[config.mk]
export PLATFORM = sky130hd
export DESIGN_NAME = i2c_master_byte_engine_core
export DESIGN_NICKNAME = d
export VERILOG_FILES = /design/src/i2cmb_pkg.sv /design/src/i2c_master_byte_engine_core.sv /design/src/i2cmb_regs.sv /design/src/i2cmb_front.sv /design/src/i2cmb_queue.sv /design/src/i2cmb_engine.sv
export SDC_FILE = /design/constraint.sdc
export NUM_CORES = 1
export LEC_CHECK = 0
export ABC_AREA = 1
export BUFFER_PORTS_ARGS = -buffer_cell sky130_fd_sc_hd__clkbuf_2
export CELL_PAD_IN_SITES_DETAIL_PLACEMENT = 1
export CELL_PAD_IN_SITES_GLOBAL_PLACEMENT = 2
export CORE_MARGIN = 2
export CORE_UTILIZATION = 32
export CTS_CLUSTER_DIAMETER = 60
export DETAILED_ROUTE_END_ITERATION = 8
export PLACE_DENSITY = 0.87
export SYNTH_ARGS = -nofsm -noshare
export SYNTH_HDL_FRONTEND = slang
export SYNTH_HIERARCHICAL = 1
export SYNTH_SLANG_ARGS = --single-unit
export TNS_END_PERCENT = 10
[constraint.sdc]
create_clock -name clock -period 2.6 [get_ports clock]
set_input_delay 0.13 -clock clock [delete_from_list [all_inputs] [get_ports clock]]
set_output_delay 0.13 -clock clock [all_outputs]
set_load 0.005 [all_outputs]
[src/i2cmb_pkg.sv]
// ----------------------------------------------------------------------------
// i2cmb_pkg
// types, codes and constants shared by the i2c master byte engine
// ----------------------------------------------------------------------------
`default_nettype none

package i2cmb_pkg;

   localparam int DATA_BITS   = 8;
   localparam int BIT_CNT_W   = 4;
   localparam int TICK_W      = 8;
   localparam int CMD_W       = 3;
   localparam int CSR_IDX_W   = 3;
   localparam int CSR_DATA_W  = 8;
   localparam int QUEUE_DEPTH = 2;

   // command codes
   localparam logic [CMD_W-1:0] CMD_START = 3'd0;
   localparam logic [CMD_W-1:0] CMD_REP   = 3'd1;
   localparam logic [CMD_W-1:0] CMD_WRITE = 3'd2;
   localparam logic [CMD_W-1:0] CMD_READ  = 3'd3;
   localparam logic [CMD_W-1:0] CMD_STOP  = 3'd4;

   // queue entry kinds
   localparam logic [1:0] KIND_NOP  = 2'd0;
   localparam logic [1:0] KIND_TICK = 2'd1;
   localparam logic [1:0] KIND_CMD  = 2'd2;

   // register indexes
   localparam logic [CSR_IDX_W-1:0] REG_HOLD        = 3'd0;
   localparam logic [CSR_IDX_W-1:0] REG_LOW_REST    = 3'd1;
   localparam logic [CSR_IDX_W-1:0] REG_HIGH        = 3'd2;
   localparam logic [CSR_IDX_W-1:0] REG_HIGH_REST   = 3'd3;
   localparam logic [CSR_IDX_W-1:0] REG_IDLE        = 3'd4;
   localparam logic [CSR_IDX_W-1:0] REG_START_SETUP = 3'd5;

   // register reset values
   localparam logic [TICK_W-1:0] RST_HOLD        = 8'd2;
   localparam logic [TICK_W-1:0] RST_LOW_REST    = 8'd2;
   localparam logic [TICK_W-1:0] RST_HIGH        = 8'd3;
   localparam logic [TICK_W-1:0] RST_HIGH_REST   = 8'd2;
   localparam logic [TICK_W-1:0] RST_IDLE        = 8'd5;
   localparam logic [TICK_W-1:0] RST_START_SETUP = 8'd1;

   typedef struct packed {
      logic                 req_type;
      logic [CMD_W-1:0]     command;
      logic [DATA_BITS-1:0] wr_data;
      logic                 send_ack;
      logic                 sda_in;
   } req_payload_type;

   typedef struct packed {
      logic                 scl_out;
      logic                 sda_out;
      logic                 busy_res;
      logic                 done_res;
      logic [DATA_BITS-1:0] rd_data;
      logic                 ack_seen;
      logic                 start_refused;
   } rsp_payload_type;

   typedef struct packed {
      logic [TICK_W-1:0] hold;
      logic [TICK_W-1:0] low_rest;
      logic [TICK_W-1:0] high;
      logic [TICK_W-1:0] high_rest;
      logic [TICK_W-1:0] idle;
      logic [TICK_W-1:0] start_setup;
   } timing_type;

   typedef struct packed {
      logic [1:0]           kind;
      logic [CMD_W-1:0]     command;
      logic [DATA_BITS-1:0] wr_data;
      logic                 send_ack;
      logic                 sda_in;
   } queue_entry_type;

endpackage

`default_nettype wire

[src/i2c_master_byte_engine_core.sv]
// ----------------------------------------------------------------------------
// i2c_master_byte_engine_core
// tick-driven i2c master: start, repeated start, write, read and stop
// ----------------------------------------------------------------------------
// Every request transaction is either one time tick or a new command and
// yields exactly one response transaction carrying the scl/sda drive levels
// and status after it. The block takes one request per clock cycle and keeps
// that rate as long as responses are taken; a request's response is offered
// once the request has passed through the input queue and is held while the
// response is stalled. The engine's phase step registers the response,
// updating all bus state from its registered state. Timing registers may be
// written at any time the engine is idle and take effect on the next command.
`default_nettype none

module i2c_master_byte_engine_core #(
   parameter int QUEUE_DEPTH = i2cmb_pkg::QUEUE_DEPTH
) (
   input  wire logic                              clock,
   input  wire logic                              reset,
   input  wire logic                              req_valid,
   output logic                                   req_stall,
   input  i2cmb_pkg::req_payload_type             req_data,
   output logic                                   rsp_valid,
   input  wire logic                              rsp_stall,
   output i2cmb_pkg::rsp_payload_type             rsp_data,
   input  wire logic                              csr_wr_en,
   input  wire logic [i2cmb_pkg::CSR_IDX_W-1:0]   csr_index,
   input  wire logic [i2cmb_pkg::CSR_DATA_W-1:0]  csr_wr_data
);

   i2cmb_pkg::timing_type      timing;
   i2cmb_pkg::queue_entry_type push_entry;
   i2cmb_pkg::queue_entry_type q_entry;
   logic                       push_valid, q_full, q_valid, q_pop;

   i2cmb_regs u_regs (
      .clock       (clock),
      .reset       (reset),
      .csr_wr_en   (csr_wr_en),
      .csr_index   (csr_index),
      .csr_wr_data (csr_wr_data),
      .timing      (timing)
   );

   i2cmb_front u_front (
      .req_valid  (req_valid),
      .req_data   (req_data),
      .req_stall  (req_stall),
      .q_full     (q_full),
      .push_valid (push_valid),
      .push_entry (push_entry)
   );

   i2cmb_queue #(
      .DEPTH (QUEUE_DEPTH)
   ) u_queue (
      .clock      (clock),
      .reset      (reset),
      .push_valid (push_valid),
      .push_entry (push_entry),
      .q_full     (q_full),
      .q_valid    (q_valid),
      .q_entry    (q_entry),
      .q_pop      (q_pop)
   );

   i2cmb_engine u_engine (
      .clock     (clock),
      .reset     (reset),
      .timing    (timing),
      .q_valid   (q_valid),
      .q_entry   (q_entry),
      .q_pop     (q_pop),
      .rsp_valid (rsp_valid),
      .rsp_stall (rsp_stall),
      .rsp_data  (rsp_data)
   );

endmodule

`default_nettype wire

[src/i2cmb_regs.sv]
// ----------------------------------------------------------------------------
// i2cmb_regs
// timing registers written through the csr write port
// ----------------------------------------------------------------------------
`default_nettype none

module i2cmb_regs (
   input  wire logic                              clock,
   input  wire logic                              reset,
   input  wire logic                              csr_wr_en,
   input  wire logic [i2cmb_pkg::CSR_IDX_W-1:0]   csr_index,
   input  wire logic [i2cmb_pkg::CSR_DATA_W-1:0]  csr_wr_data,
   output i2cmb_pkg::timing_type                  timing
);

   i2cmb_pkg::timing_type timing_ff;
   i2cmb_pkg::timing_type timing_in;

   always_comb begin
      timing_in = timing_ff;
      if (csr_wr_en) begin
         unique case (csr_index)
            i2cmb_pkg::REG_HOLD:        timing_in.hold        = csr_wr_data;
            i2cmb_pkg::REG_LOW_REST:    timing_in.low_rest    = csr_wr_data;
            i2cmb_pkg::REG_HIGH:        timing_in.high        = csr_wr_data;
            i2cmb_pkg::REG_HIGH_REST:   timing_in.high_rest   = csr_wr_data;
            i2cmb_pkg::REG_IDLE:        timing_in.idle        = csr_wr_data;
            i2cmb_pkg::REG_START_SETUP: timing_in.start_setup = csr_wr_data;
            default: ;
         endcase
      end
   end

   always_ff @(posedge clock) begin
      if (reset) begin
         timing_ff.hold        <= i2cmb_pkg::RST_HOLD;
         timing_ff.low_rest    <= i2cmb_pkg::RST_LOW_REST;
         timing_ff.high        <= i2cmb_pkg::RST_HIGH;
         timing_ff.high_rest   <= i2cmb_pkg::RST_HIGH_REST;
         timing_ff.idle        <= i2cmb_pkg::RST_IDLE;
         timing_ff.start_setup <= i2cmb_pkg::RST_START_SETUP;
      end else begin
         timing_ff <= timing_in;
      end
   end

   assign timing = timing_ff;

endmodule

`default_nettype wire

[src/i2cmb_front.sv]
// ----------------------------------------------------------------------------
// i2cmb_front
// accepts request transactions and sorts them into tick, command or no-op
// ----------------------------------------------------------------------------
`default_nettype none

module i2cmb_front (
   input  wire logic                   req_valid,
   input  i2cmb_pkg::req_payload_type  req_data,
   output logic                        req_stall,
   input  wire logic                   q_full,
   output logic                        push_valid,
   output i2cmb_pkg::queue_entry_type  push_entry
);

   always_comb begin
      push_entry.command  = req_data.command;
      push_entry.wr_data  = req_data.wr_data;
      push_entry.send_ack = req_data.send_ack;
      push_entry.sda_in   = req_data.sda_in;
      if (!req_data.req_type) begin
         push_entry.kind = i2cmb_pkg::KIND_TICK;
      end else begin
         unique case (req_data.command) inside
            i2cmb_pkg::CMD_START, i2cmb_pkg::CMD_REP, i2cmb_pkg::CMD_WRITE,
            i2cmb_pkg::CMD_READ, i2cmb_pkg::CMD_STOP:
               push_entry.kind = i2cmb_pkg::KIND_CMD;
            default:
               push_entry.kind = i2cmb_pkg::KIND_NOP;
         endcase
      end
   end

   assign req_stall  = q_full;
   assign push_valid = req_valid && !q_full;

endmodule

`default_nettype wire

[src/i2cmb_queue.sv]
// ----------------------------------------------------------------------------
// i2cmb_queue
// short fifo between the front end and the bus engine
// ----------------------------------------------------------------------------
`default_nettype none

module i2cmb_queue #(
   parameter int DEPTH = i2cmb_pkg::QUEUE_DEPTH
) (
   input  wire logic                   clock,
   input  wire logic                   reset,
   input  wire logic                   push_valid,
   input  i2cmb_pkg::queue_entry_type  push_entry,
   output logic                        q_full,
   output logic                        q_valid,
   output i2cmb_pkg::queue_entry_type  q_entry,
   input  wire logic                   q_pop
);

   localparam int PTR_W = (DEPTH > 1) ? $clog2(DEPTH) : 1;
   localparam int CNT_W = $clog2(DEPTH + 1);

   i2cmb_pkg::queue_entry_type entries_ff [DEPTH];
   logic [PTR_W-1:0] wr_ptr_ff, wr_ptr_in;
   logic [PTR_W-1:0] rd_ptr_ff, rd_ptr_in;
   logic [CNT_W-1:0] count_ff, count_in;
   logic             do_push, do_pop;

   function automatic logic [PTR_W-1:0] bump(input logic [PTR_W-1:0] ptr);
      logic [PTR_W-1:0] nxt;
      nxt = (ptr == PTR_W'(DEPTH - 1)) ? '0 : ptr + 1'b1;
      return nxt;
   endfunction

   assign q_full  = (count_ff == CNT_W'(DEPTH));
   assign q_valid = (count_ff != '0);
   assign q_entry = entries_ff[rd_ptr_ff];
   assign do_push = push_valid && !q_full;
   assign do_pop  = q_pop && q_valid;

   always_comb begin
      wr_ptr_in = do_push ? bump(wr_ptr_ff) : wr_ptr_ff;
      rd_ptr_in = do_pop ? bump(rd_ptr_ff) : rd_ptr_ff;
      count_in  = count_ff;
      if (do_push && !do_pop) begin
         count_in = count_ff + 1'b1;
      end else if (do_pop && !do_push) begin
         count_in = count_ff - 1'b1;
      end
   end

   always_ff @(posedge clock) begin
      if (reset) begin
         wr_ptr_ff <= '0;
         rd_ptr_ff <= '0;
         count_ff  <= '0;
      end else begin
         wr_ptr_ff <= wr_ptr_in;
         rd_ptr_ff <= rd_ptr_in;
         count_ff  <= count_in;
      end
   end

   always_ff @(posedge clock) begin
      if (do_push) begin
         entries_ff[wr_ptr_ff] <= push_entry;
      end
   end

endmodule

`default_nettype wire

[src/i2cmb_engine.sv]
// ----------------------------------------------------------------------------
// i2cmb_engine
// scl/sda phase sequencer, one queued transaction per cycle while responses are not stalled
// ----------------------------------------------------------------------------
`default_nettype none

module i2cmb_engine (
   input  wire logic                   clock,
   input  wire logic                   reset,
   input  i2cmb_pkg::timing_type       timing,
   input  wire logic                   q_valid,
   input  i2cmb_pkg::queue_entry_type  q_entry,
   output logic                        q_pop,
   output logic                        rsp_valid,
   input  wire logic                   rsp_stall,
   output i2cmb_pkg::rsp_payload_type  rsp_data
);

   localparam int PH_W = 5;
   localparam int DB   = i2cmb_pkg::DATA_BITS;
   localparam int BW   = i2cmb_pkg::BIT_CNT_W;
   localparam int TW   = i2cmb_pkg::TICK_W;

   localparam logic [PH_W-1:0] PH_IDLE      = 5'd0;
   localparam logic [PH_W-1:0] PH_ST_SETUP  = 5'd1;
   localparam logic [PH_W-1:0] PH_ST_HOLD   = 5'd2;
   localparam logic [PH_W-1:0] PH_LOW_HOLD  = 5'd3;
   localparam logic [PH_W-1:0] PH_LOW_REST  = 5'd4;
   localparam logic [PH_W-1:0] PH_HIGH_PRE  = 5'd5;
   localparam logic [PH_W-1:0] PH_HIGH_POST = 5'd6;
   localparam logic [PH_W-1:0] PH_HIGH_FULL = 5'd7;
   localparam logic [PH_W-1:0] PH_RS_SETUP  = 5'd8;
   localparam logic [PH_W-1:0] PH_RS_HOLD   = 5'd9;
   localparam logic [PH_W-1:0] PH_BUS_FREE  = 5'd10;

   logic [PH_W-1:0]              phase_ff, phase_in;
   logic [BW-1:0]                bit_count_ff, bit_count_in;
   logic [DB-1:0]                shift_ff, shift_in;
   logic [TW-1:0]                tick_ff, tick_in;
   logic [i2cmb_pkg::CMD_W-1:0]  active_cmd_ff, active_cmd_in;
   logic                         ack_ff, ack_in;
   logic                         nack_ff, nack_in;
   logic                         scl_ff, scl_in;
   logic                         sda_ff, sda_in;
   logic                         rsp_valid_ff, rsp_valid_in;
   i2cmb_pkg::rsp_payload_type   rsp_data_ff, rsp_data_in;

   logic          done, refused, data_slot;
   logic [DB-1:0] rd_byte;
   logic [TW-1:0] w_hold, w_low_rest, w_high, w_high_rest, w_idle, w_setup;

   function automatic logic [TW-1:0] at_least_one(input logic [TW-1:0] t);
      logic [TW-1:0] r;
      r = (t == '0) ? TW'(1) : t;
      return r;
   endfunction

   assign w_hold      = at_least_one(timing.hold);
   assign w_low_rest  = at_least_one(timing.low_rest);
   assign w_high      = at_least_one(timing.high);
   assign w_high_rest = at_least_one(timing.high_rest);
   assign w_idle      = at_least_one(timing.idle);
   assign w_setup     = at_least_one(timing.start_setup);

   assign q_pop     = q_valid && (!rsp_valid_ff || !rsp_stall);
   assign data_slot = (bit_count_ff < BW'(DB));

   always_comb begin
      phase_in      = phase_ff;
      bit_count_in  = bit_count_ff;
      shift_in      = shift_ff;
      tick_in       = tick_ff;
      active_cmd_in = active_cmd_ff;
      ack_in        = ack_ff;
      nack_in       = nack_ff;
      scl_in        = scl_ff;
      sda_in        = sda_ff;
      done          = 1'b0;
      refused       = 1'b0;
      rd_byte       = '0;

      if (q_pop) begin
         unique case (q_entry.kind)
            i2cmb_pkg::KIND_CMD: begin
               if (phase_ff == PH_IDLE) begin
                  active_cmd_in = q_entry.command;
                  bit_count_in  = '0;
                  if (q_entry.command == i2cmb_pkg::CMD_START) begin
                     ack_in = q_entry.sda_in;
                     if (!q_entry.sda_in) begin
                        ack_in   = 1'b0;
                        refused  = 1'b1;
                        done     = 1'b1;
                        phase_in = PH_IDLE;
                        tick_in  = '0;
                     end else begin
                        scl_in   = 1'b1;
                        phase_in = PH_ST_SETUP;
                        tick_in  = w_setup;
                     end
                  end else begin
                     if (q_entry.command == i2cmb_pkg::CMD_WRITE) begin
                        shift_in = q_entry.wr_data;
                     end
                     if (q_entry.command == i2cmb_pkg::CMD_READ) begin
                        shift_in = '0;
                        nack_in  = !q_entry.send_ack;
                     end
                     scl_in   = 1'b0;
                     phase_in = PH_LOW_HOLD;
                     tick_in  = w_hold;
                  end
               end
            end
            i2cmb_pkg::KIND_TICK: begin
               if (phase_ff != PH_IDLE) begin
                  if (tick_ff > TW'(1)) begin
                     tick_in = tick_ff - 1'b1;
                  end else if (phase_ff == PH_HIGH_PRE) begin
                     if (active_cmd_ff == i2cmb_pkg::CMD_WRITE) begin
                        ack_in = !q_entry.sda_in;
                     end else begin
                        shift_in = {shift_ff[DB-2:0], q_entry.sda_in};
                     end
                     phase_in = PH_HIGH_POST;
                     tick_in  = w_high_rest;
                  end else if (phase_ff == PH_HIGH_FULL &&
                               active_cmd_ff == i2cmb_pkg::CMD_REP) begin
                     ack_in = q_entry.sda_in;
                     if (!q_entry.sda_in) begin
                        ack_in   = 1'b0;
                        refused  = 1'b1;
                        done     = 1'b1;
                        phase_in = PH_IDLE;
                        tick_in  = '0;
                     end else begin
                        phase_in = PH_RS_SETUP;
                        tick_in  = w_setup;
                     end
                  end else begin
                     unique case (phase_ff) inside
                        PH_ST_SETUP: begin
                           sda_in   = 1'b0;
                           phase_in = PH_ST_HOLD;
                           tick_in  = w_high;
                        end
                        PH_LOW_HOLD: begin
                           if (active_cmd_ff == i2cmb_pkg::CMD_WRITE) begin
                              if (data_slot) begin
                                 sda_in   = shift_ff[DB-1];
                                 shift_in = {shift_ff[DB-2:0], 1'b0};
                              end else begin
                                 sda_in = 1'b1;
                              end
                           end else if (active_cmd_ff == i2cmb_pkg::CMD_READ) begin
                              sda_in = data_slot ? 1'b1 : nack_ff;
                           end else if (active_cmd_ff == i2cmb_pkg::CMD_STOP) begin
                              sda_in = 1'b0;
                           end else begin
                              sda_in = 1'b1;
                           end
                           phase_in = PH_LOW_REST;
                           tick_in  = w_low_rest;
                        end
                        PH_LOW_REST: begin
                           scl_in = 1'b1;
                           if ((active_cmd_ff == i2cmb_pkg::CMD_WRITE && !data_slot) ||
                               (active_cmd_ff == i2cmb_pkg::CMD_READ && data_slot)) begin
                              phase_in = PH_HIGH_PRE;
                              tick_in  = w_hold;
                           end else begin
                              phase_in = PH_HIGH_FULL;
                              tick_in  = w_high;
                           end
                        end
                        PH_HIGH_POST: begin
                           if (active_cmd_ff == i2cmb_pkg::CMD_READ) begin
                              bit_count_in = bit_count_ff + 1'b1;
                              scl_in       = 1'b0;
                              phase_in     = PH_LOW_HOLD;
                              tick_in      = w_hold;
                           end else begin
                              done     = 1'b1;
                              phase_in = PH_IDLE;
                              tick_in  = '0;
                           end
                        end
                        PH_HIGH_FULL: begin
                           if (active_cmd_ff == i2cmb_pkg::CMD_WRITE) begin
                              bit_count_in = bit_count_ff + 1'b1;
                              scl_in       = 1'b0;
                              phase_in     = PH_LOW_HOLD;
                              tick_in      = w_hold;
                           end else if (active_cmd_ff == i2cmb_pkg::CMD_STOP) begin
                              sda_in   = 1'b1;
                              phase_in = PH_BUS_FREE;
                              tick_in  = w_idle;
                           end else begin
                              done     = 1'b1;
                              phase_in = PH_IDLE;
                              tick_in  = '0;
                           end
                        end
                        PH_RS_SETUP: begin
                           sda_in   = 1'b0;
                           phase_in = PH_RS_HOLD;
                           tick_in  = w_hold;
                        end
                        PH_ST_HOLD, PH_RS_HOLD, PH_BUS_FREE: begin
                           done     = 1'b1;
                           phase_in = PH_IDLE;
                           tick_in  = '0;
                        end
                        default: begin
                           phase_in = PH_IDLE;
                           tick_in  = '0;
                        end
                     endcase
                  end
               end
            end
            default: ;
         endcase
      end

      if (done && active_cmd_in == i2cmb_pkg::CMD_READ) begin
         rd_byte = shift_in;
      end

      rsp_data_in.scl_out       = scl_in;
      rsp_data_in.sda_out       = sda_in;
      rsp_data_in.busy_res      = (phase_in != PH_IDLE);
      rsp_data_in.done_res      = done;
      rsp_data_in.rd_data       = rd_byte;
      rsp_data_in.ack_seen      = ack_in;
      rsp_data_in.start_refused = refused;

      rsp_valid_in = q_pop || (rsp_valid_ff && rsp_stall);
   end

   always_ff @(posedge clock) begin
      if (reset) begin
         phase_ff      <= PH_IDLE;
         bit_count_ff  <= '0;
         shift_ff      <= '0;
         tick_ff       <= '0;
         active_cmd_ff <= '0;
         ack_ff        <= 1'b0;
         nack_ff       <= 1'b0;
         scl_ff        <= 1'b1;
         sda_ff        <= 1'b1;
         rsp_valid_ff  <= 1'b0;
      end else begin
         phase_ff      <= phase_in;
         bit_count_ff  <= bit_count_in;
         shift_ff      <= shift_in;
         tick_ff       <= tick_in;
         active_cmd_ff <= active_cmd_in;
         ack_ff        <= ack_in;
         nack_ff       <= nack_in;
         scl_ff        <= scl_in;
         sda_ff        <= sda_in;
         rsp_valid_ff  <= rsp_valid_in;
      end
   end

   always_ff @(posedge clock) begin
      if (q_pop) begin
         rsp_data_ff <= rsp_data_in;
      end
   end

   assign rsp_valid = rsp_valid_ff;
   assign rsp_data  = rsp_data_ff;

endmodule

`default_nettype wire

==> results.md <==
* Final setup fails at 0
* Die Width at 156 um
* Gpl congestion at about 0.89
* Final Non-Filler Cells at 1,380
* Design area at 0.00867 mm2
* LEAKAGE at ~3.8 nW
* Yosys top cell area share at a little under a quarter
* Relative slew slack at between 50% and 60%
* GR Layer Usage met2 at 31.9%
* Routed Antenna Nets at 0
* Fin crit share at 92.3%
* Worst vdd ir at ~0.44 mV
* Clock buffer depth at 2
* Grt met1 use at between 20 and 30%
* Max-cap violations at 0
* Clk pin slew, worst setup/hold paths at 70 ps
* Period minus WS final at 2400 ps
* DP Area at about 0.0079 mm2
* FMAX at between 400 and 500 MHz
* Synth area leader: dfxtp_1
* Final Max Slew Viols at 0
* Number of global-route vias before repair at 6,931
* RSZ-0062 raised after global routing: false
* Final wirelength at 23,400 um
* Num Clock Sinks at 130
* GRT overflow at 0
* Via density at 4.96
* CP max FO at 15
* P_sw at 0.00414 W
* Die ar. at 0.0244 mm2
* P_int at between 0.005 and 0.006 W
* Initial Utilization at between 30% and 40%
* Routed wire per std cell at 16.9 um
* Yosys warning count at 6
* Switching Fraction at 44.4%
* Critical Path Start Type: flip-flop
* Clk pwr share at 25.6%
* Seq pwr share at 30.5%
* Num CTS Buffers at 17
* Status: finished clean
* Seq cells post-synth at 130
* CP Capture Type: flip-flop
* Antenna diodes at 0
* EDFF count, synth at 44
* TritonCTS clock tree: built
* Synth area leaders: dfxtp_1 23%, edfxtp_1 18%, nand2_1 11%, nor2_1 9.0%, nand3_1 6.2%
* Initial antenna violation count at 0
* Root Buffer Master: clkbuf_16
* Power Total at around 0.0093 W
* Top-count cell post-synth: nand2_1
* Share of cells above drive strength 1 at 15.2%
* Num rows at 55
* Layout area overhead at 16.9%
* Syn Area/Cell at approximately 7.3 um2
* DRT Pass-1 Iters at 5
* PD cells at between 1000 and 1500 mW/mm2
* Clock Skew at 9.22 ps
* Crit path kind: reg -> reg
* Clk Latency, worst-skew pair at 420 ps
* DR iter-0 viols at 511
* Die Y at 156 um
* Syn Nets at ~1,100
* Synth cell types at 48
* Core ar. at approximately 0.023 mm2
* Layout Nets at 1,118
* GRT Overall Usage at between 10% and 20%
* H-tree depth at 4
* Placed cell count at around 1,300
* # IOs at 46
* Met3 Track Usage GR at 3.10%
* Via count at 6,850
* GR peak layer: met2
* Post-synth ARST share at 0%
* First-pass GRT wire length at 37,400 um
* Critical path arrival at ~2600 ps
* Min-delay worst type: in -> reg
* Largest net degree at the start of global routing at 49
* Worst Slack Setup Final at 199 ps
* Combinational fraction of design power at 43.9%
* CP required at 2780 ps
* Mapped Cells at slightly above 1,000
* Slew @ Worst Pin at 668 ps
* Main synth FF type: dfxtp_1
* Synth top cells by count: 225 x nand2_1, 177 x nor2_1, 119 x inv_1
* # DRC at 0
* Final hold vios at 0
* Syn Std Cell Area at 0.00742 mm2
* Post-synthesis sequential area ratio at 41.0%
* Worst slack, placed at 220 ps
* PortBufs at 45
* Post-route setup TNS at 0 ps
* HPWL after DPL at ~17,000 um
## power groups by stage
| stage | clock network (W) | logic, W | registers (W) |
|---|---|---|---|
| 3_5_place_dp | 0 | 0.00397 | 0.00288 |
| 2_1_floorplan | 0 | 0.00290 | 0.00279 |
| 3_3_place_gp | 0 | 0.00391 | 0.00288 |
| 4_1_cts | 0.00244 | 0.00402 | 0.00285 |
| 5_1_grt | 0.00253 | 0.00454 | 0.00290 |
| 6_report | 0.00239 | 0.00410 | 0.00285 |
## path summary, 6_finish.rpt
kind                                     from                                  to  slack [ps]  cells past startpoint
min reg2reg    u_regs/timing[32]$_SDFFE_PP0P_      u_regs/timing[32]$_SDFFE_PP0P_         480                      2
min                            csr_wr_data[1]      u_regs/timing[33]$_SDFFE_PP1P_          30                      3
max reg2reg  u_engine/tick_ff[0]$_SDFFE_PP0P_  u_engine/rsp_data[4]$_SDFFCE_PN0P_         200                     13
max          u_engine/tick_ff[0]$_SDFFE_PP0P_  u_engine/rsp_data[4]$_SDFFCE_PN0P_         200                     13
## what timing repair did
action	CTS	global route
hold buffers	17	0
buffers inserted	0	0
endpoints found under the setup margin	0	1
endpoints found under the hold margin	33	0
resized for setup	0	3
## cells in the final DEF (no fill, tap or decap), types with 16 or more instances in the layout
| cell | synthesis | routed |
|---|---|---|
| nand2_1 | 225 | 225 |
| o211ai_1 | 16 | 16 |
| nand3_1 | 92 | 92 |
| clkbuf_2 | 0 | 45 |
| edfxtp_1 | 44 | 44 |
| dlygate4sd3_1 | 0 | 17 |
| nor2_1 | 177 | 177 |
| a21oi_1 | 47 | 47 |
| dfxtp_1 | 86 | 85 |
| buf_4 | 17 | 22 |
| clkbuf_16 | 0 | 17 |
| inv_1 | 119 | 118 |
| o21ai_0 | 44 | 44 |
## final cells by class
class	instances	area, um2
fillers	2873	14000
multi-input cells	716	3610
flip-flops and latches	130	3040
repair buffers	84	561
inverters	133	510
clock buffers	17	425
well taps	285	357
clock inverters	15	163
## routing by layer
layer  share of wire [%]  vias up  wire [um]
li1                    -     3443          -
met1                  50     3277      11700
met2                  46      117      10700
met3                 3.2       13        746
met4                0.90        0        211
met5                   0        -          0
## registers in the layout (all words and copies together) (netlist names), 2 cells and up, named ones only
signal and cells:
u_engine/phase_ff 5, u_engine/shift_ff 8, u_queue/count_ff 2, u_queue/entries_ff 30
u_engine/bit_count_ff 4, u_regs/timing 48, u_engine/active_cmd_ff 3, u_engine/tick_ff 8
u_engine/rsp_data 14
## critical path: stages, from the launching register on
cell	delay (ps)
dfxtp_1	330
inv_1	120
ha_1	210
inv_1	80
a21oi_1	230
nand3_4	220
nor2_8	170
nand2_2	80
nor2_4	280
nand2_1	90
o211ai_1	90
nand2_1	80
nand2_1	130
nor2_1	50
## kinds of logic (layout without fill, tap and decap cells)
logic type               after synthesis  count (layout)  share of synthesized area [%]
AND/OR/NAND/NOR                      548             548                           32.6
buffers and inverters                176             249                           10.4
AO/OA/AOI/OAI                        143             143                           11.6
flip-flops                           130             130                           41.0
multiplexers                          15              15                           2.78
adder cells (fa/ha/maj)                6               6                           1.01
XOR/XNOR                               4               4                          0.472
## through the flow
step / hold WS (ps) / utilization (%)
3_5_place_dp: 331 / 34.8
3_3_place_gp: 321 / 34.8
6_report: 26.0 / 38.2
4_1_cts: 15.7 / 38.1
2_1_floorplan: 243 / -
5_1_grt: 32.5 / 38.2
(Power assumes the default switching activity.)
